### config.mk
export PLATFORM = sky130hd
export DESIGN_NAME = hex_torus_ring_neighborhood_enum_unit
export DESIGN_NICKNAME = d
export VERILOG_FILES = /design/src/hw/rtl/hxtr_pkg.sv /design/src/hw/rtl/hxtr_front.sv /design/src/hw/rtl/hxtr_queue.sv /design/src/hw/rtl/hxtr_back.sv /design/src/hw/rtl/hex_torus_ring_neighborhood_enum_unit.sv
export SDC_FILE = /design/constraint.sdc
export NUM_CORES = 1
export LEC_CHECK = 0
export ABC_AREA = 1
export BUFFER_PORTS_ARGS = -buffer_cell sky130_fd_sc_hd__buf_4
export CAP_MARGIN = 20
export CORE_MARGIN = 2
export CORE_UTILIZATION = 46
export CTS_CLUSTER_SIZE = 30
export DETAILED_ROUTE_END_ITERATION = 8
export PLACE_DENSITY = 0.73
export SETUP_SLACK_MARGIN = 0.1
export SLEW_MARGIN = 20
export SYNTH_ARGS = -nofsm -noshare
export SYNTH_HDL_FRONTEND = slang
export SYNTH_SLANG_ARGS = --single-unit
### constraint.sdc
create_clock -name clk -period 9 [get_ports clk]
set_input_delay 0.9 -clock clk [delete_from_list [all_inputs] [get_ports clk]]
set_output_delay 0.9 -clock clk [all_outputs]
set_load 0.02 [all_outputs]
### src/hw/rtl/hxtr_pkg.sv
package hxtr_pkg;

    // Fixed field widths.
    localparam int IDX_W       = 20;
    localparam int RING_W      = 3;
    localparam int IN_TDATA_W  = 24;
    localparam int OUT_TDATA_W = 24;
    localparam int OFF_W       = 4;   // signed row and column offsets, -4 .. +4

    // Configuration registers.
    localparam int SIDE_CFG_W = 11;
    localparam int RAD_CFG_W  = 3;
    localparam int CFG_DATA_W = 11;
    localparam int CFG_IDX_W  = 1;

    localparam logic [CFG_IDX_W-1:0] REG_SIDE_LENGTH = 1'b0;
    localparam logic [CFG_IDX_W-1:0] REG_HOOD_RADIUS = 1'b1;

    localparam logic [SIDE_CFG_W-1:0] SIDE_RESET = 11'd64;
    localparam logic [RAD_CFG_W-1:0]  RAD_RESET  = 3'd1;

    // Parameter defaults.
    localparam int DEF_MAX_SIDE   = 1024;
    localparam int DEF_MAX_RADIUS = 4;

    // Depth of the queue between front and back; a power of two.
    localparam int Q_DEPTH = 4;

    typedef struct packed {
        logic full;
        logic empty;
    } q_status_t;

endpackage

### src/hw/rtl/hxtr_front.sv
module hxtr_front #(
    parameter int MAX_SIDE = hxtr_pkg::DEF_MAX_SIDE
) (
    input  logic                          clk,
    input  logic                          rst_n,
    input  logic [$clog2(MAX_SIDE):0]     side,
    input  logic                          in_valid,
    output logic                          in_ready,
    input  logic [hxtr_pkg::IDX_W-1:0]    target,
    input  hxtr_pkg::q_status_t           q_status,
    output logic                          push,
    output logic [2*$clog2(MAX_SIDE)-1:0] push_data
);

    localparam int CW    = $clog2(MAX_SIDE);
    localparam int IW    = hxtr_pkg::IDX_W;
    localparam int CNT_W = $clog2(IW);

    typedef enum logic [3:0] {
        FD_IDLE = 4'b0001,
        FD_QUOT = 4'b0010,
        FD_ROW  = 4'b0100,
        FD_PUSH = 4'b1000
    } front_state_t;

    front_state_t      state_reg, state_next;
    logic              buf_valid_reg, buf_valid_next;
    logic [IW-1:0]     buf_data_reg, buf_data_next;
    logic [IW-1:0]     dvd_reg, dvd_next;
    logic [CW-1:0]     rem_reg, rem_next;
    logic [CNT_W-1:0]  cnt_reg, cnt_next;
    logic [CW-1:0]     x0_reg, x0_next;
    logic [CW-1:0]     y0_reg, y0_next;

    logic [CW:0]       shifted;
    logic              ge;
    logic [CW:0]       diff;
    logic [CW-1:0]     step_rem;
    logic [IW-1:0]     step_dvd;
    logic              pass_done;

    // One restoring division step: bring in the next dividend bit, subtract
    // the side when it fits, and shift the quotient bit in behind.
    always_comb
    begin
        shifted   = {rem_reg, dvd_reg[IW-1]};
        ge        = shifted >= (CW+1)'(side);
        diff      = shifted - (CW+1)'(side);
        step_rem  = ge ? diff[CW-1:0] : shifted[CW-1:0];
        step_dvd  = {dvd_reg[IW-2:0], ge};
        pass_done = cnt_reg == CNT_W'(IW - 1);
    end

    assign in_ready  = !buf_valid_reg;
    assign push      = (state_reg == FD_PUSH) && !q_status.full;
    assign push_data = {y0_reg, x0_reg};

    always_comb
    begin
        state_next     = state_reg;
        buf_valid_next = buf_valid_reg;
        buf_data_next  = buf_data_reg;
        dvd_next       = dvd_reg;
        rem_next       = rem_reg;
        cnt_next       = cnt_reg;
        x0_next        = x0_reg;
        y0_next        = y0_reg;

        if (in_valid && in_ready)
        begin
            buf_valid_next = 1'b1;
            buf_data_next  = target;
        end

        unique case (state_reg)
            FD_IDLE:
            begin
                if (buf_valid_reg)
                begin
                    buf_valid_next = 1'b0;
                    dvd_next       = buf_data_reg;
                    rem_next       = '0;
                    cnt_next       = '0;
                    state_next     = FD_QUOT;
                end
            end
            FD_QUOT:
            begin
                dvd_next = step_dvd;
                rem_next = step_rem;
                cnt_next = cnt_reg + CNT_W'(1);
                if (pass_done)
                begin
                    // Remainder is the column; the quotient is divided again.
                    x0_next    = step_rem;
                    rem_next   = '0;
                    cnt_next   = '0;
                    state_next = FD_ROW;
                end
            end
            FD_ROW:
            begin
                dvd_next = step_dvd;
                rem_next = step_rem;
                cnt_next = cnt_reg + CNT_W'(1);
                if (pass_done)
                begin
                    y0_next    = step_rem;
                    state_next = FD_PUSH;
                end
            end
            FD_PUSH:
            begin
                if (!q_status.full)
                begin
                    state_next = FD_IDLE;
                end
            end
            default:
            begin
                state_next = FD_IDLE;
            end
        endcase
    end

    always_ff @(posedge clk or negedge rst_n)
    begin
        if (!rst_n)
        begin
            state_reg     <= FD_IDLE;
            buf_valid_reg <= 1'b0;
        end
        else
        begin
            state_reg     <= state_next;
            buf_valid_reg <= buf_valid_next;
        end
    end

    always_ff @(posedge clk)
    begin
        buf_data_reg <= buf_data_next;
        dvd_reg      <= dvd_next;
        rem_reg      <= rem_next;
        cnt_reg      <= cnt_next;
        x0_reg       <= x0_next;
        y0_reg       <= y0_next;
    end

endmodule

### src/hw/rtl/hxtr_queue.sv
module hxtr_queue #(
    parameter int DW    = 20,
    parameter int DEPTH = hxtr_pkg::Q_DEPTH
) (
    input  logic                clk,
    input  logic                rst_n,
    input  logic                push,
    input  logic [DW-1:0]       push_data,
    input  logic                pop,
    output logic [DW-1:0]       pop_data,
    output hxtr_pkg::q_status_t status
);

    localparam int PW = $clog2(DEPTH);
    localparam int NW = $clog2(DEPTH + 1);

    logic [DW-1:0] slot_reg [DEPTH];
    logic [PW-1:0] wr_ptr_reg, wr_ptr_next;
    logic [PW-1:0] rd_ptr_reg, rd_ptr_next;
    logic [NW-1:0] count_reg, count_next;
    logic          do_push;
    logic          do_pop;

    assign status.full  = count_reg == NW'(DEPTH);
    assign status.empty = count_reg == '0;
    assign do_push      = push && !status.full;
    assign do_pop       = pop && !status.empty;
    assign pop_data     = slot_reg[rd_ptr_reg];

    always_comb
    begin
        wr_ptr_next = do_push ? wr_ptr_reg + PW'(1) : wr_ptr_reg;
        rd_ptr_next = do_pop ? rd_ptr_reg + PW'(1) : rd_ptr_reg;
        count_next  = count_reg;
        if (do_push && !do_pop)
        begin
            count_next = count_reg + NW'(1);
        end
        else if (do_pop && !do_push)
        begin
            count_next = count_reg - NW'(1);
        end
    end

    always_ff @(posedge clk or negedge rst_n)
    begin
        if (!rst_n)
        begin
            wr_ptr_reg <= '0;
            rd_ptr_reg <= '0;
            count_reg  <= '0;
        end
        else
        begin
            wr_ptr_reg <= wr_ptr_next;
            rd_ptr_reg <= rd_ptr_next;
            count_reg  <= count_next;
        end
    end

    always_ff @(posedge clk)
    begin
        if (do_push)
        begin
            slot_reg[wr_ptr_reg] <= push_data;
        end
    end

endmodule

### src/hw/rtl/hxtr_back.sv
module hxtr_back #(
    parameter int MAX_SIDE   = hxtr_pkg::DEF_MAX_SIDE,
    parameter int MAX_RADIUS = hxtr_pkg::DEF_MAX_RADIUS
) (
    input  logic                               clk,
    input  logic                               rst_n,
    input  logic [$clog2(MAX_SIDE):0]          side,
    input  logic [hxtr_pkg::RAD_CFG_W-1:0]     rad,
    input  hxtr_pkg::q_status_t                q_status,
    output logic                               pop,
    input  logic [2*$clog2(MAX_SIDE)-1:0]      pop_data,
    output logic                               m_tvalid,
    input  logic                               m_tready,
    output logic [hxtr_pkg::OUT_TDATA_W-1:0]   m_tdata,
    output logic                               m_tlast
);

    localparam int CW  = $clog2(MAX_SIDE);
    localparam int SW  = CW + 1;
    localparam int OW  = hxtr_pkg::OFF_W;
    localparam int IW  = hxtr_pkg::IDX_W;
    localparam int RW  = hxtr_pkg::RING_W;
    localparam int VW  = (CW + 2 > OW + 1) ? CW + 2 : OW + 1;
    localparam int MW  = (CW + SW > IW) ? CW + SW : IW;
    localparam int PAD = hxtr_pkg::OUT_TDATA_W - IW - RW;

    // Magnitude of an offset.
    function automatic logic [2:0] mag(input logic signed [OW-1:0] v);
        logic signed [OW-1:0] n;
        n = (v < 0) ? -v : v;
        return n[2:0];
    endfunction

    // Cells in the row at offset dy: 2*radius - |dy| + 1.
    function automatic logic [OW-1:0] span_len(input logic signed [OW-1:0] dy,
                                               input logic [2:0] r);
        logic [2:0] ady;
        ady = mag(dy);
        return OW'({r, 1'b0}) - OW'(ady) + OW'(1);
    endfunction

    // First column offset of a row; shifted right by one on odd rows of an odd target row.
    function automatic logic signed [OW-1:0] span_start(input logic signed [OW-1:0] dy,
                                                        input logic [2:0] r,
                                                        input logic odd);
        logic [OW-1:0]        len;
        logic [2:0]           ady;
        logic signed [OW-1:0] s;
        ady = mag(dy);
        len = span_len(dy, r);
        s   = -$signed({1'b0, len[OW-1:1]});
        if (odd && ady[0])
        begin
            s = s + OW'(1);
        end
        return s;
    endfunction

    function automatic logic signed [OW-1:0] span_end(input logic signed [OW-1:0] dy,
                                                      input logic [2:0] r,
                                                      input logic odd);
        logic signed [OW:0] e;
        e = (OW+1)'(span_start(dy, r, odd)) + $signed({1'b0, span_len(dy, r)})
            - (OW+1)'(1);
        return e[OW-1:0];
    endfunction

    // Coordinate plus a small offset, wrapped onto the torus. The offset never
    // exceeds the radius, so that many corrections always suffice.
    function automatic logic [CW-1:0] wrap_coord(input logic [CW-1:0] base,
                                                 input logic signed [OW-1:0] off,
                                                 input logic [SW-1:0] s);
        logic signed [VW-1:0] v;
        logic signed [VW-1:0] sv;
        v  = $signed(VW'(base)) + VW'(off);
        sv = $signed(VW'(s));
        for (int k = 0; k < MAX_RADIUS; k++)
        begin
            if (v < 0)
            begin
                v = v + sv;
            end
            else if (v >= sv)
            begin
                v = v - sv;
            end
        end
        return v[CW-1:0];
    endfunction

    // Sequencer state.
    logic                 act_reg, act_next;
    logic [CW-1:0]        x0_reg, x0_next;
    logic [CW-1:0]        y0_reg, y0_next;
    logic signed [OW-1:0] dy_reg, dy_next;
    logic signed [OW-1:0] dx_reg, dx_next;

    // Cell stage.
    logic                 s1_valid_reg;
    logic [CW-1:0]        s1_col_reg;
    logic [CW-1:0]        s1_row_reg;
    logic [RW-1:0]        s1_ring_reg;
    logic                 s1_last_reg;

    // Output register.
    logic                 out_valid_reg;
    logic [IW-1:0]        out_idx_reg;
    logic [RW-1:0]        out_ring_reg;
    logic                 out_last_reg;

    logic                 adv;
    logic signed [OW-1:0] rad_s;
    logic                 row_odd;
    logic                 at_row_end;
    logic                 at_last;
    logic [CW-1:0]        ld_y0;
    logic [2:0]           ady;
    logic [2:0]           adx;
    logic signed [OW:0]   dx5;
    logic signed [OW:0]   bias;
    logic [RW-1:0]        ring;
    logic [CW-1:0]        col;
    logic [CW-1:0]        row;
    logic [MW-1:0]        lin;

    assign adv        = !out_valid_reg || m_tready;
    assign rad_s      = $signed({1'b0, rad});
    assign row_odd    = y0_reg[0];
    assign at_row_end = dx_reg == span_end(dy_reg, rad, row_odd);
    assign at_last    = at_row_end && (dy_reg == rad_s);
    assign pop        = adv && (!act_reg || at_last) && !q_status.empty;
    assign ld_y0      = pop_data[2*CW-1:CW];

    always_comb
    begin
        act_next = act_reg;
        x0_next  = x0_reg;
        y0_next  = y0_reg;
        dy_next  = dy_reg;
        dx_next  = dx_reg;
        if (adv)
        begin
            if (pop)
            begin
                act_next = 1'b1;
                x0_next  = pop_data[CW-1:0];
                y0_next  = ld_y0;
                dy_next  = -rad_s;
                dx_next  = span_start(-rad_s, rad, ld_y0[0]);
            end
            else if (act_reg)
            begin
                if (at_last)
                begin
                    act_next = 1'b0;
                end
                else if (at_row_end)
                begin
                    dy_next = dy_reg + OW'(1);
                    dx_next = span_start(dy_reg + OW'(1), rad, row_odd);
                end
                else
                begin
                    dx_next = dx_reg + OW'(1);
                end
            end
        end
    end

    // Ring number: the larger of |dy| and the column bias, where an odd row
    // offset costs one extra step on the side away from the half-cell shift.
    always_comb
    begin
        ady = mag(dy_reg);
        adx = mag(dx_reg);
        dx5 = (OW+1)'(dx_reg);
        if (!ady[0])
        begin
            bias = $signed({2'b0, adx});
        end
        else if (row_odd)
        begin
            bias = (dx5 > 0) ? dx5 : (OW+1)'(1) - dx5;
        end
        else
        begin
            bias = (dx5 >= 0) ? dx5 + (OW+1)'(1) : -dx5;
        end
        bias = bias + $signed({3'b0, ady[2:1]});
        ring = ($signed({2'b0, ady}) > bias) ? ady : bias[RW-1:0];
        col  = wrap_coord(x0_reg, dx_reg, side);
        row  = wrap_coord(y0_reg, dy_reg, side);
        lin  = MW'(s1_row_reg) * MW'(side) + MW'(s1_col_reg);
    end

    always_ff @(posedge clk or negedge rst_n)
    begin
        if (!rst_n)
        begin
            act_reg       <= 1'b0;
            s1_valid_reg  <= 1'b0;
            out_valid_reg <= 1'b0;
        end
        else
        begin
            act_reg <= act_next;
            if (adv)
            begin
                s1_valid_reg  <= act_reg;
                out_valid_reg <= s1_valid_reg;
            end
        end
    end

    always_ff @(posedge clk)
    begin
        x0_reg <= x0_next;
        y0_reg <= y0_next;
        dy_reg <= dy_next;
        dx_reg <= dx_next;
        if (adv)
        begin
            s1_col_reg   <= col;
            s1_row_reg   <= row;
            s1_ring_reg  <= ring;
            s1_last_reg  <= at_last;
            out_idx_reg  <= lin[IW-1:0];
            out_ring_reg <= s1_ring_reg;
            out_last_reg <= s1_last_reg;
        end
    end

    assign m_tvalid = out_valid_reg;
    assign m_tdata  = {{PAD{1'b0}}, out_ring_reg, out_idx_reg};
    assign m_tlast  = out_last_reg;

endmodule

### src/hw/rtl/hex_torus_ring_neighborhood_enum_unit.sv
// Path from an accepted request to its first result on the output: input buffer,
// two 20-step division passes in the front, queue, 3 back stages.
// Throughput: one result per cycle while m_tready is high and the queue holds work;
// a request yields 3*r*(r+1)+1 cells (61 at radius 4), and the serial divider in the front takes one request at a time.
// Reset: rst_n is asynchronous, active low; it empties all stages and loads
// side_length = 64 and hood_radius = 1.
module hex_torus_ring_neighborhood_enum_unit #(
    parameter int MAX_SIDE   = hxtr_pkg::DEF_MAX_SIDE,
    parameter int MAX_RADIUS = hxtr_pkg::DEF_MAX_RADIUS
) (
    input  logic                              clk,
    input  logic                              rst_n,
    // Configuration writes.
    input  logic                              cfg_we,
    input  logic [hxtr_pkg::CFG_IDX_W-1:0]    cfg_index,
    input  logic [hxtr_pkg::CFG_DATA_W-1:0]   cfg_data,
    // Target requests.
    input  logic                              s_tvalid,
    output logic                              s_tready,
    input  logic [hxtr_pkg::IN_TDATA_W-1:0]   s_tdata,   // [19:0] target_index
    // Neighbor results.
    output logic                              m_tvalid,
    input  logic                              m_tready,
    output logic [hxtr_pkg::OUT_TDATA_W-1:0]  m_tdata,   // [19:0] neighbor_index,
                                                         // [22:20] ring_distance
    output logic                              m_tlast    // last_cell
);

    localparam int CW = $clog2(MAX_SIDE);
    localparam int SW = CW + 1;

    // The block is split into a front that accepts a request and takes the target
    // index apart into column and row with a one-bit-per-cycle divider, a short
    // queue of (column, row) pairs, and a back that walks the neighborhood one cell
    // per cycle unless the output stalls. The queue lets the front work on the next
    // request while the back is still emitting cells of earlier ones; the output register
    // holds a finished result while the consumer is not ready, and the back stalls meanwhile.

    logic [hxtr_pkg::SIDE_CFG_W-1:0] side_cfg_reg;
    logic [hxtr_pkg::RAD_CFG_W-1:0]  rad_cfg_reg;
    logic [SW-1:0]                   side_eff;
    logic [hxtr_pkg::RAD_CFG_W-1:0]  rad_eff;

    hxtr_pkg::q_status_t             q_status;
    logic                            q_push;
    logic                            q_pop;
    logic [2*CW-1:0]                 q_push_data;
    logic [2*CW-1:0]                 q_pop_data;

    // Configuration registers. The user must write them only while the block is idle;
    // the block does not enforce this, and the front and back read them live.
    always_ff @(posedge clk or negedge rst_n)
    begin
        if (!rst_n)
        begin
            side_cfg_reg <= hxtr_pkg::SIDE_RESET;
            rad_cfg_reg  <= hxtr_pkg::RAD_RESET;
        end
        else if (cfg_we)
        begin
            unique case (cfg_index)
                hxtr_pkg::REG_SIDE_LENGTH:
                begin
                    side_cfg_reg <= cfg_data[hxtr_pkg::SIDE_CFG_W-1:0];
                end
                hxtr_pkg::REG_HOOD_RADIUS:
                begin
                    rad_cfg_reg <= cfg_data[hxtr_pkg::RAD_CFG_W-1:0];
                end
            endcase
        end
    end

    // A side of zero acts as one, and side and radius are limited to what the
    // hardware was built for.
    always_comb
    begin
        if (side_cfg_reg == '0)
        begin
            side_eff = SW'(1);
        end
        else if (32'(side_cfg_reg) > MAX_SIDE)
        begin
            side_eff = SW'(MAX_SIDE);
        end
        else
        begin
            side_eff = SW'(side_cfg_reg);
        end
        rad_eff = (32'(rad_cfg_reg) > MAX_RADIUS) ?
                  hxtr_pkg::RAD_CFG_W'(MAX_RADIUS) : rad_cfg_reg;
    end

    hxtr_front #(
        .MAX_SIDE (MAX_SIDE)
    ) u_front (
        .clk       (clk),
        .rst_n     (rst_n),
        .side      (side_eff),
        .in_valid  (s_tvalid),
        .in_ready  (s_tready),
        .target    (s_tdata[hxtr_pkg::IDX_W-1:0]),
        .q_status  (q_status),
        .push      (q_push),
        .push_data (q_push_data)
    );

    hxtr_queue #(
        .DW    (2 * CW),
        .DEPTH (hxtr_pkg::Q_DEPTH)
    ) u_queue (
        .clk       (clk),
        .rst_n     (rst_n),
        .push      (q_push),
        .push_data (q_push_data),
        .pop       (q_pop),
        .pop_data  (q_pop_data),
        .status    (q_status)
    );

    hxtr_back #(
        .MAX_SIDE   (MAX_SIDE),
        .MAX_RADIUS (MAX_RADIUS)
    ) u_back (
        .clk      (clk),
        .rst_n    (rst_n),
        .side     (side_eff),
        .rad      (rad_eff),
        .q_status (q_status),
        .pop      (q_pop),
        .pop_data (q_pop_data),
        .m_tvalid (m_tvalid),
        .m_tready (m_tready),
        .m_tdata  (m_tdata),
        .m_tlast  (m_tlast)
    );

endmodule

After elaboration in Yosys (flattened, before gate mapping)
Memories as Yosys holds them, arrays and structs flattened.
Cells that the tools add are included.
- eq/ne operators: 13
- order comparisons: 26
- bitwise operators: 1
- muxes and demuxes: 63
- reductions and logical operators: 39
- $add $sub $neg: 50
- $mul: 1
- operators by type and width (operator ; number):
    $mux W12 ; 12
    $ge A12 B12 Y1 ; 8
    $lt A12 B1 Y1 const B ; 8
    $add A12 B12 Y12 ; 6
    $sub A12 B12 Y12 ; 6
    $mux W10 ; 7
    $mux W4 ; 15
    $pmux W20 S2 ; 1
    $mux W5 ; 6
    $pmux W10 S3 ; 1
    $sub A10 B10 Y10 ; 3
    $add A11 B4 Y12 ; 2
    $mux W3 ; 8
    $mux W11 ; 2
    $add A10 B10 Y10 ; 2
    $add A20 B10 Y20 ; 1
    $add A4 B2 Y4 const B ; 5
    $mul A10 B11 Y20 ; 1
    $mux W20 ; 1
    $lt A4 B1 Y1 const B ; 4
    $neg A3 Y4 ; 4
    $pmux W4 S4 ; 1
    $pmux W5 S3 ; 1
    $reduce_and A2 Y1 ; 7
    40 further kinds ; 81
- register bits after elaboration: 180
- memories: 1
- input bits: 41
- RAM bits: 80
- output and inout port bits: 27
- memories (memory ; depth ; width ; read ports ; clocked after Yosys merged registers in ; write ports ; line ; source):
    u_queue.slot_reg ; 4 ; 20 ; 1 ; 0 ; 1 ; hxtr_queue.sv:17 ; logic [DW-1:0] slot_reg [DEPTH];

Logic depth before layout (Yosys ltp)
Gate-level depths: netlist of the first run.
- depth in word-level cells: 18
- mapped depth: 72
- mapped depth without buffers: 68

Modules after synthesis
A second synthesis of the first run with hierarchy kept.
- cells, all modules: 3526
- area total of the unflattened synthesis: 27412.5 µm²
- by module, submodules not included (module ; area an instance (µm²) ; sequential area each (µm²) ; instances ; cells an instance):
    hxtr_back ; 19277.2 ; 2357.3 ; 1 ; 2784
    hxtr_front ; 3731.1 ; 2378.5 ; 1 ; 354
    hxtr_queue ; 3667.3 ; 2577.5 ; 1 ; 294
    hex_torus_ring_neighborhood_enum_unit ; 737.0 ; 352.8 ; 1 ; 94

Worst setup path before layout of the first run
OpenSTA, ideal clock, no wires.
- path type: register -> register
- start point: reg side_cfg_reg[0] (netlist bit)
- end point: reg u_back.s1_col_reg[2] (data pin)
- stages on the path, launching flop included: 57
- setup slack: -0.914 ns
- data arrival time: 9.660 ns
- clock period less this slack: 9.914 ns
- library setup time: 0.254 ns
- cells stage by stage: dfrtp_1 > inv_1 > nand2_1 > nor4_1 > a21oi_1 > nor2_1 > inv_1 > ha_1 > a21oi_1 > nand2_1 > a31oi_1 > xor2_1 > nand3_1 > nand3b_1 > inv_1 > ha_1 > inv_2 > nand2_1 > [21 not listed] > clkbuf_1 > nand3_1 > nand2_1 > a31oi_1 > ha_1 > inv_1 > a21oi_1 > nor2_1 > o21ai_0 > nand3_1 > o211ai_1 > nand2_1 > o21ai_1 > nand2_1 > nand3_2 > nor2_1 > nor2_1 > nand2_1
- word-level cells in the longest chain between the ends: 15
- RTL lines (what ; line ; source):
    from (decl) ; hex_torus_ring_neighborhood_enum_unit.sv:39 ; logic [hxtr_pkg::SIDE_CFG_W-1:0] side_cfg_reg;
    from (signal assigned) ; hex_torus_ring_neighborhood_enum_unit.sv:56 ; side_cfg_reg <= hxtr_pkg::SIDE_RESET;
    from (signal assigned) ; hex_torus_ring_neighborhood_enum_unit.sv:64 ; side_cfg_reg <= cfg_data[hxtr_pkg::SIDE_CFG_W-1:0];
    $gt A11 B11 Y1 ; hex_torus_ring_neighborhood_enum_unit.sv:82 ; else if (32'(side_cfg_reg) > MAX_SIDE)
    $mux W11 ; hex_torus_ring_neighborhood_enum_unit.sv:82 ;
    $mux W11 (*) ; hex_torus_ring_neighborhood_enum_unit.sv:78 ; if (side_cfg_reg == '0)
    $sub A12 B12 Y12 / $ge A12 B12 Y1 (equally long branches) ; hxtr_back.sv:85, hxtr_back.sv:83 ;
    $mux W12 ; hxtr_back.sv:83 ; else if (v >= sv)
    $mux W12 ; hxtr_back.sv:79 ; if (v < 0)
    $sub A12 B12 Y12 / $ge A12 B12 Y1 (equally long branches) ; hxtr_back.sv:85, hxtr_back.sv:83 ;
    $mux W12 ; hxtr_back.sv:83 ;
    $mux W12 ; hxtr_back.sv:79 ;
    $sub A12 B12 Y12 / $ge A12 B12 Y1 (equally long branches) ; hxtr_back.sv:85, hxtr_back.sv:83 ;
    $mux W12 ; hxtr_back.sv:83 ;
    $mux W12 ; hxtr_back.sv:79 ;
    $sub A10 B10 Y10 / $ge A12 B12 Y1 (equally long branches) ; hxtr_back.sv:85, hxtr_back.sv:83 ;
    $mux W10 ; hxtr_back.sv:83 ;
    $mux W10 (*) ; hxtr_back.sv:79 ;
    net u_back.col[2] ; hxtr_back.sv:122 ; logic [CW-1:0] col;
    to (signal assigned) ; hxtr_back.sv:223 ; s1_col_reg <= col;
    to (decl) ; hxtr_back.sv:100 ; logic [CW-1:0] s1_col_reg;
The timed path passes the listed nets; every way through them passes the cells marked *.
A chain may end at the register's enable or synchronous reset.

Worst setup path in the final report of the first run
- start point: reg u_back.dx_reg[3]
- end point: reg u_back.s1_col_reg[4] (data pin)
- word-level cells in the longest chain between the ends: 13
- RTL lines (what ; line ; source):
    from (decl) ; hxtr_back.sv:96 ; logic signed [OW-1:0] dx_reg, dx_next;
    from (signal assigned) ; hxtr_back.sv:220 ; dx_reg <= dx_next;
    $add A11 B4 Y12 (*) ; hxtr_back.sv:75 ; v = $signed(VW'(base)) + VW'(off);
    $sub A12 B12 Y12 / $ge A12 B12 Y1 (equally long branches) ; hxtr_back.sv:85, hxtr_back.sv:83 ;
    $mux W12 ; hxtr_back.sv:83 ;
    $mux W12 (*) ; hxtr_back.sv:79 ;
    $sub A12 B12 Y12 / $ge A12 B12 Y1 (equally long branches) ; hxtr_back.sv:85, hxtr_back.sv:83 ;
    $mux W12 ; hxtr_back.sv:83 ;
    $mux W12 (*) ; hxtr_back.sv:79 ;
    $sub A12 B12 Y12 / $ge A12 B12 Y1 (equally long branches) ; hxtr_back.sv:85, hxtr_back.sv:83 ;
    $mux W12 ; hxtr_back.sv:83 ;
    $mux W12 (*) ; hxtr_back.sv:79 ;
    $sub A10 B10 Y10 / $ge A12 B12 Y1 (equally long branches) ; hxtr_back.sv:85, hxtr_back.sv:83 ;
    $mux W10 ; hxtr_back.sv:83 ;
    $mux W10 (*) ; hxtr_back.sv:79 ;
    net u_back.col[4] ; hxtr_back.sv:122 ;
Marked as above.

==> results list, run 1 <==
- Flop and latch count out of synthesis: 260
- Maximum buffer depth of the clock tree: 3
* Cells after synthesis: 3201
* Count of antenna diodes in the layout: 0
- Global routing used 23.7% of the available tracks across all layers.
- Most used cell along the critical path: sky130_fd_sc_hd__nand2_2
- WP data arrival: 9.02 ns
* Logic depth of the worst path, buffers included: 61
* Net count after synthesis: 3644
- Sequential elements use 29.9% of the synthesized area.
- Post-route antenna net violation count: 0
- Entering global routing, the biggest net connects 52 pins.
- Number of buffers and inverters on the critical path: 12
- Crit share post-route: 95.0%
- Synthesis instantiated 60 different standard cells from the library.
- CTS H-Tree Depth: 1
* Number of flip-flops in the largest register: 80
- DRC violations left: 0
- Number of top-level design ports: 68
* Most frequent cell after synthesis: sky130_fd_sc_hd__nand2_1
- Area Growth Syn to Fin: 23.1%
* Critical path launch point type: flip-flop
- Setup violations remaining at the end of the flow were counted as 0.
* Gr ovfl total: 0
* Most used flip-flop cell after synthesis: sky130_fd_sc_hd__edfxtp_1
* Total wire length after detailed routing: 70200 um
- The tool flagged a number of max-cap violations equal to 0.
- In this run the clock root is driven by a sky130_fd_sc_hd__clkbuf_16.
- Vias post-DR: 22.6k
- Of all flip-flops after synthesis, the portion carrying an async set or reset was 11.2%.
* Synth top area cells: sky130_fd_sc_hd__edfxtp_1 (27%), sky130_fd_sc_hd__ha_1 (15%), sky130_fd_sc_hd__nand2_1 (10%)
- Worst-case setup slack after placement: -0.186 ns
* Starting DRT DRC Count: 1544
- In the final routed layout, each cell accounts on average for 16.2 um.
- Setup slack on the worst reg-to-reg path comes out at 0.45 ns.
- Class of the worst hold path: primary input to asynchronous set/reset pin
* Yosys Warn Count: 0
- Clock skew after layout: 0.0217 ns
- Largest area contributor in the netlist: sky130_fd_sc_hd__edfxtp_1
- Cell total after placement: 4224
* Highest achievable clock rate: 117 MHz
- The top cell type by area accounts for 27.1% of the synthesized area.
* Port Buffer Count: 62
- Worst Tran Pin Value: 0.893 ns
- The worst register-to-register path ends at u_back.s1_col_reg[4]$_DFFE_PP_.
- Share of cells above drive strength 1: 21.9%
- Clock edge transition at the registers on the reported setup and hold paths: 0.07 ns
- Area of the die: 57600 sq um
- The first detailed-routing pass ran for 6 iterations.
* Number of CTS-inserted buffers: 30
- From bottom edge to top edge, the die measures 240 um.
- List of most frequent post-synthesis cells: sky130_fd_sc_hd__nand2_1 (697), sky130_fd_sc_hd__inv_1 (476), sky130_fd_sc_hd__ha_1 (301), sky130_fd_sc_hd__nor2_1 (299), sky130_fd_sc_hd__edfxtp_1 (231)
- The floorplan has 86 rows.
- Setup repair after global routing could not meet its margin everywhere.
- Nets@finish: 4001
- Slew Limit Fails: 0
- Routability-driven placement finished with a final weighted congestion of 0.969.
- Start of the worst register-to-register path: u_back.dx_reg[3]$_DFFE_PP_
- The worst setup path is of the flip-flop to flip-flop kind.
* Initial core utilization: 46.5%
* Number of antenna violations at the first check in global routing: 1
- Final Hold Vio Count: 0
- In this design, the largest share of critical-path delay is due to simple AND/OR/NAND/NOR gates.
* Via-to-Cell Ratio: 5.22
- TritonCTS built the clock tree.
- Number of flops mapped to enable cells by yosys: 231
- Crit-path max FO: 8
* Post-route core utilization: 57.3%
* Via count of the first global-routing pass: 21.6k
* Worst Slack Setup Final: 0.450 ns
* Slowest-stage cell, CP: sky130_fd_sc_hd__edfxtp_1
* First-pass GRT wire length: 109000 um
* Highest cell delay on the worst timing path: 0.50 ns
- The critical path starts at u_back.dx_reg[3]$_DFFE_PP_.
- Result of the run: finished, final reports clean
- Reg2reg path depth: 61
* Worst rel slew slack: 40.4%
- Clock latency at the later pin of the worst-skew pair: 0.61 ns
* Synth Cell Area: 25600 sq um
- Die width: 240 um
- Following the worst setup path forward leads to its endpoint at u_back.s1_col_reg[4]$_DFFE_PP_.
* Clk sinks: 260
- The wire-length estimate of the detail-placed layout is 52900 um.
- Min Tclk post-route: 8.55 ns
- Worst hold slack across all endpoints: 0.244 ns
- Endpoint class of the critical path: flip-flop
* Mean instance size in the synthesized netlist: 8.01 sq um
- The total area inside the core boundary comes to 55100 sq um.
- Endpoint required time on the critical path: 9.47 ns
* Fin cells: 4329
[worst register-to-register path: cells and delay by family, from the launching register on]
| family | cells | cell delay (ns) |
|---|---|---|
| and+or+nand+nor | 37 | 4.12 |
| buffers and inverters | 12 | 1.30 |
| DFF | 1 | 0.50 |
| adders and majority gates | 5 | 1.53 |
| AOI/OAI and AO/OA | 7 | 0.99 |
[worst min-delay path by stage]
stage                                             from  cells past startpoint                          endpoint
after floorplan           u_back.s1_last_reg$_DFFE_PP_                      0          u_back.m_tlast$_DFFE_PP_
after global placement    u_back.s1_last_reg$_DFFE_PP_                      0          u_back.m_tlast$_DFFE_PP_
after detailed placement  u_back.s1_last_reg$_DFFE_PP_                      0          u_back.m_tlast$_DFFE_PP_
after CTS                                        rst_n                      1       side_cfg_reg[0]$_DFFE_PN0P_
after global routing                             rst_n                      1  u_front.state_reg[1]$_DFFE_PN0P_
final                                            rst_n                      1       side_cfg_reg[0]$_DFFE_PN0P_
[stage by stage]
| stage | area, sq um | TNS, ns |
|---|---|---|
| 3_3_place_gp | 28800 | -0.140 |
| 4_1_cts | 29800 | 0 |
| 3_5_place_dp | 28800 | -2.33 |
| 6_report | 31600 | 0 |
| 5_1_grt | 31600 | -0.390 |
| 2_1_floorplan | 25600 | 0 |
[layout make-up]
class                           instances  area (sq um)
Clock buffer                           41           792
Clock inverter                         14           188
Fill cell                            4848         23500
Inverter                              510          1940
Multi-Input combinational cell       2366         17000
Sequential cell                       260          7670
Tap cell                              748           936
Timing Repair Buffer                  390          3000
[layout by cell type, fill, tap and decap left out, drive strengths merged, types with 12 or more instances in the layout]
| cell | n |
|---|---|
| o211ai | 13 |
| nor2 | 314 |
| buf | 390 |
| clkbuf | 41 |
| xnor2 | 31 |
| fa | 101 |
| or2 | 12 |
| inv | 502 |
| clkinv | 16 |
| o21bai | 21 |
| nand2 | 719 |
| xor2 | 146 |
| nand3b | 16 |
| nor3 | 37 |
| dfrtp | 26 |
| edfxtp | 231 |
| ha | 301 |
| a21oi | 191 |
| o22ai | 22 |
| nand4 | 33 |
| nand3 | 169 |
| a31oi | 19 |
| o21ai | 177 |
[routing by layer]
| metal | track usage, % | vias up | part of all wire, % |
|---|---|---|---|
| met4 | 9.05 | 0 | 4.2 |
| met5 | 0 | - | 0 |
| met2 | 41.0 | 703 | 48 |
| met3 | 2.47 | 147 | 5.9 |
| met1 | 30.5 | 10600 | 42 |
| li1 | - | 11100 | - |
[logic make-up after synthesis]
group | Yosys count | share of synthesized area (%)
AO/OA/AOI/OAI | 469 | 10.2
multiplexers | 5 | 0.215
flip-flops | 260 | 29.9
AND/OR/NAND/NOR | 1310 | 22.2
XOR/XNOR | 177 | 6.05
adder cells (fa/ha/maj) | 402 | 22.6
other | 2 | 0.0293
buffers and inverters | 576 | 8.88
[repair_timing]
item / 4_1_cts / 5_1_grt
endpoints found under the setup margin: 20 / 20
gates cloned: 0 / 1
pin swaps: 1 / 103
gates resized for setup: 12 / 312
hold buffers: 0 / 0
buffers inserted: 0 / 49
Power of run 1 is left out: the tool's default activity adds up to more than one toggle a clock period on the data nets, which glitch-free logic cannot reach.
==> run 2, diff against run 1 <==
Settings changed: SYNTH_HIERARCHICAL set to 1, TNS_END_PERCENT set to 100.
==> run 2 against run 1 <==
Final cell count grew 7.9%. Critical path type unchanged. Count of clock-buffer cells in the layout shrank 4. First-iteration DRC count grew 9.1%. Setup slack gained 0.10 ns. Synthesized area grew 7.0%. Maximum frequency grew 1.2%. Sequential cell count is the same. Critical endpoint is now u_back/s1_col_reg[1]$_DFFE_PN_.
==> results list, run 2 <==
- Cell row count: 89 (+3.5%)
- The data arrival time of the critical path is 8.82 ns (-0.20 ns).
- The commonest cells after synthesis are sky130_fd_sc_hd__nand2_1 (845), sky130_fd_sc_hd__inv_1 (619), sky130_fd_sc_hd__ha_1 (302), sky130_fd_sc_hd__edfxtp_1 (231), sky130_fd_sc_hd__nor2_1 (218).
- Endpoint class of the critical path: flip-flop
- Clock latency at the later pin of the worst-skew pair: 0.63 ns (+0.02 ns)
* Net count after synthesis: 3970 (+8.9%)
- The fraction of registers with async set/reset is 11.2% (unchanged).
- Worst rel slew slack: 29.4% (-11 points)
- Largest area contributor in the netlist: sky130_fd_sc_hd__edfxtp_1
- The critical path is of the flip-flop to flip-flop type.
- TritonCTS clock tree: built
- The most used flip-flop cell after synthesis is sky130_fd_sc_hd__edfxtp_1.
- Total wire length after detailed routing: 73300 um (+4.3%)
- Die width: 248 um (+3.4%)
* Average wire length per cell after detail routing: 15.7 um (-3.4%)
- Slowest-stage cell, CP: sky130_fd_sc_hd__ha_2
- Reg2reg path depth: 64 (+4.9%)
- Number of flops mapped to enable cells by yosys: 231 (unchanged)
* Detailed placement HPWL: 55700 um (+5.3%)
- Leading cell type in the layout, fill and taps excluded: sky130_fd_sc_hd__nand2_1
* First-pass GRT wire length: 116000 um (+6.5%)
* Area Growth Syn to Fin: 20.0%
- CTS Hold Buffers Added: 0 (unchanged)
- The share of the synthesized area in the top cell type was 25.3% (-1.8 points).
- After synthesis, the cell types taking the most area are sky130_fd_sc_hd__edfxtp_1 (25%), sky130_fd_sc_hd__ha_1 (14%), sky130_fd_sc_hd__nand2_1 (12%).
* Endpoint required time on the critical path: 9.37 ns (-0.10 ns)
* Most frequent cell after synthesis: sky130_fd_sc_hd__nand2_1
- Cells after synthesis: 3526 (+10%)
- The area of the placeable core came to 59000 sq um (+7.1%).
* Clock skew after layout: 0.0489 ns (+0.0272 ns)
- Dominant delay contributor by cell family on the critical path: simple AND/OR/NAND/NOR gates
* Worst Slack Setup Final: 0.551 ns (+0.101 ns)
- Highest achievable clock rate: 118 MHz (+1.2%)
* Synth Cell Area: 27400 sq um (+7.0%)
- Final Hold Vio Count: 0 (unchanged)
- Nets@finish: 4319 (+7.9%)
- The number of vias in the routed layout was 24.0k (+6.4%).
- In this run the critical register-to-register path is captured at u_back/s1_col_reg[1]$_DFFE_PN_.
- Min Tclk post-route: 8.45 ns (-0.101 ns)
- Setup repair after global routing left no endpoint under its margin.
- The CTS buffer count came to 31 (+3.3%).
* Count of antenna diodes in the layout: 0 (unchanged)
- In the layout the commonest cells are sky130_fd_sc_hd__nand2_1 (817), sky130_fd_sc_hd__inv_1 (606), sky130_fd_sc_hd__buf_4 (404).
- The number of warning messages in the yosys log was 6 (+6).
* Maximum buffer depth of the clock tree: 3 (unchanged)
* Port Buffer Count: 62 (unchanged)
- The worst slack at placement was -0.0905 ns (+0.0959 ns).
- Last weighted congestion value of the routability-driven placer: 0.980 (+1.1%)
* Sequential element share of the synthesized area: 28.0% (-1.9 points)
- The setup-violating endpoint count in the final report is 0 (unchanged).
- Start of the worst register-to-register path: u_back/dx_reg[3]$_DFFE_PP_
- The mean instance size in the synthesized netlist came to 7.77 sq um (-2.9%).
- The vias per cell came to 5.14 (-1.4%).
* Logic depth of the worst path, buffers included: 64 (+4.9%)
- The initial core utilization was 46.4% (-0.072 points).
- The violation count after the first detailed-routing iteration is 1685 (+9.1%).
* Clock edge transition at the registers on the reported setup and hold paths: 0.06 ns (about the same)
* Number of top-level design ports: 68 (unchanged)
- Critical path launch point type: flip-flop
* Max-cap viol count: 0 (unchanged)
- Number of buffers and inverters on the critical path: 16 (+4)
* Result of the run: finished, final reports clean
- Crit share post-route: 93.9% (-1.1 points)
- The number of fillers in the final layout is 5416 (+12%).
- Slew Limit Fails: 0 (unchanged)
* Highest cell delay on the worst timing path: 0.41 ns (-0.09 ns)
* Most used cell along the critical path: sky130_fd_sc_hd__nand2_1
* Number of library cell types mapped by synthesis: 64 (+6.7%)
- The tree is rooted in a sky130_fd_sc_hd__clkbuf_16.
- All-Layer GR Usage: 23.5% (-0.19 points)
* Crit-path max FO: 10 (+2)
- DRC violations left: 0 (unchanged)
* Worst Tran Pin Value: 1.06 ns (+0.162 ns)
- Via count of the first global-routing pass: 23.6k (+9.1%)
* Number of flip-flops in the largest register: 80 (unchanged)
- The count of nets left with antenna violations after detail routing was 0 (unchanged).
* Pin count of the biggest net entering global routing: 52 (unchanged)
- Flop and latch count out of synthesis: 260 (unchanged)
- The worst reg-to-reg setup slack was 0.55 ns (+0.10 ns).
- The number of detailed-routing iterations run before antenna repair came to 7 (+1).
- Area of the die: 61600 sq um (+6.8%)
* Die height: 248 um (+3.4%)
* Number of antenna violations at the first check in global routing: 0 (-1)
- The total grt overflow came to 0 (unchanged).
- Share of cells above drive strength 1: 19.5% (-2.4 points)
- The maximum level of the CTS H-tree came to 1 (unchanged).
* Class of the worst hold path: primary input to asynchronous set/reset pin
- Clk sinks: 260 (unchanged)
-- run 2: cell count changes in the layout (fill, tap and decap cells not counted), sizes merged, moves of 12 or more --
| cell | change |
|---|---|
| a21oi | -21 |
| buf | +22 |
| inv | +138 |
| nand2 | +160 |
| nand3 | +54 |
| nand3b | +12 |
| nor2 | -64 |
| o211ai | +39 |
| o21ai | -34 |
| o22ai | -20 |
-- run 2: timing repair --
| item | in CTS | in global routing |
|---|---|---|
| gates resized for setup | 10 | 186 |
| setup buffers | 3 | 11 |
| cloned | 0 | 1 |
| endpoints found under the setup margin | 20 | 20 |
| pin swaps | 2 | 38 |
| hold endpoints to repair | 0 | 0 |
-- run 2: how the worst max path moves through the flow --
stage / start / to / slack [ns]
after detailed placement: u_back/y0_reg[0]$_DFFE_PP_ / u_back/s1_row_reg[7]$_DFFE_PN_ / -0.09
after global routing: u_back/y0_reg[2]$_DFFE_PP_ / u_back/s1_row_reg[0]$_DFFE_PN_ / 0.02
final: u_back/dx_reg[3]$_DFFE_PP_ / u_back/s1_col_reg[1]$_DFFE_PN_ / 0.55
after global placement: u_back/dy_reg[3]$_DFFE_PP_ / u_back/s1_row_reg[3]$_DFFE_PN_ / 0.05
after floorplan: side_cfg_reg[2]$_DFFE_PN0P_ / u_back/s1_row_reg[0]$_DFFE_PN_ / 0.12
after CTS: u_back/dx_reg[3]$_DFFE_PP_ / u_back/s1_col_reg[1]$_DFFE_PN_ / 0.11
-- run 2: worst reg2reg max path, delay by kind of cell, from the launching register on --
| kind | cells | cell delay (ns) |
|---|---|---|
| buffers and inverters | 16 | 1.52 |
| adders and majority gates | 7 | 1.73 |
| DFF | 1 | 0.37 |
| and+or+nand+nor | 30 | 3.03 |
| AOI/OAI and AO/OA | 11 | 1.52 |
-- run 2: cells by family after synthesis --
kind of cell,synth area share [%]
compound gates,9.76
fa+ha+maj,21.2
flops,28.0
other cells,0.0137
xor+xnor,5.71
buf+inv,10.9
simple gates,24.5
-- run 2: metrics by stage --
stage | setup TNS, ns | std cells | util [%] | hold WS [ns] | cell area [sq um]
finish | 0 | 4673 | 55.7 | 0.230 | 32900
global placement | 0 | 4600 | 52.2 | 0.403 | 30800
detailed placement | -0.543 | 4600 | 52.2 | 0.408 | 30800
CTS | 0 | 4661 | 54.1 | 0.202 | 31900
global route | 0 | 4673 | 55.7 | 0.234 | 32900
floorplan | 0 | 3526 | - | 0.400 | 27400
-- run 2: final cells by class --
| class | instances | area (sq um) | share of cell area (%) |
|---|---|---|---|
| clock buffers | 37 | 798 | 2.43 |
| repair buffers | 413 | 3180 | 9.67 |
| well taps | 773 | 967 | 2.94 |
| flip-flops and latches | 260 | 7670 | 23.3 |
| multi-input cells | 2533 | 17600 | 53.6 |
| inverters | 636 | 2400 | 7.28 |
| clock inverters | 21 | 245 | 0.745 |
-- run 2: metal layers --
layer,global-route usage (%),routed length [um],share of wire [%]
met1,29.1,31100,42
met2,42.2,35900,49
met3,2.35,3410,4.7
met4,8.86,2890,3.9
met5,0,0,0
Power of run 2 is left out for the same reason.
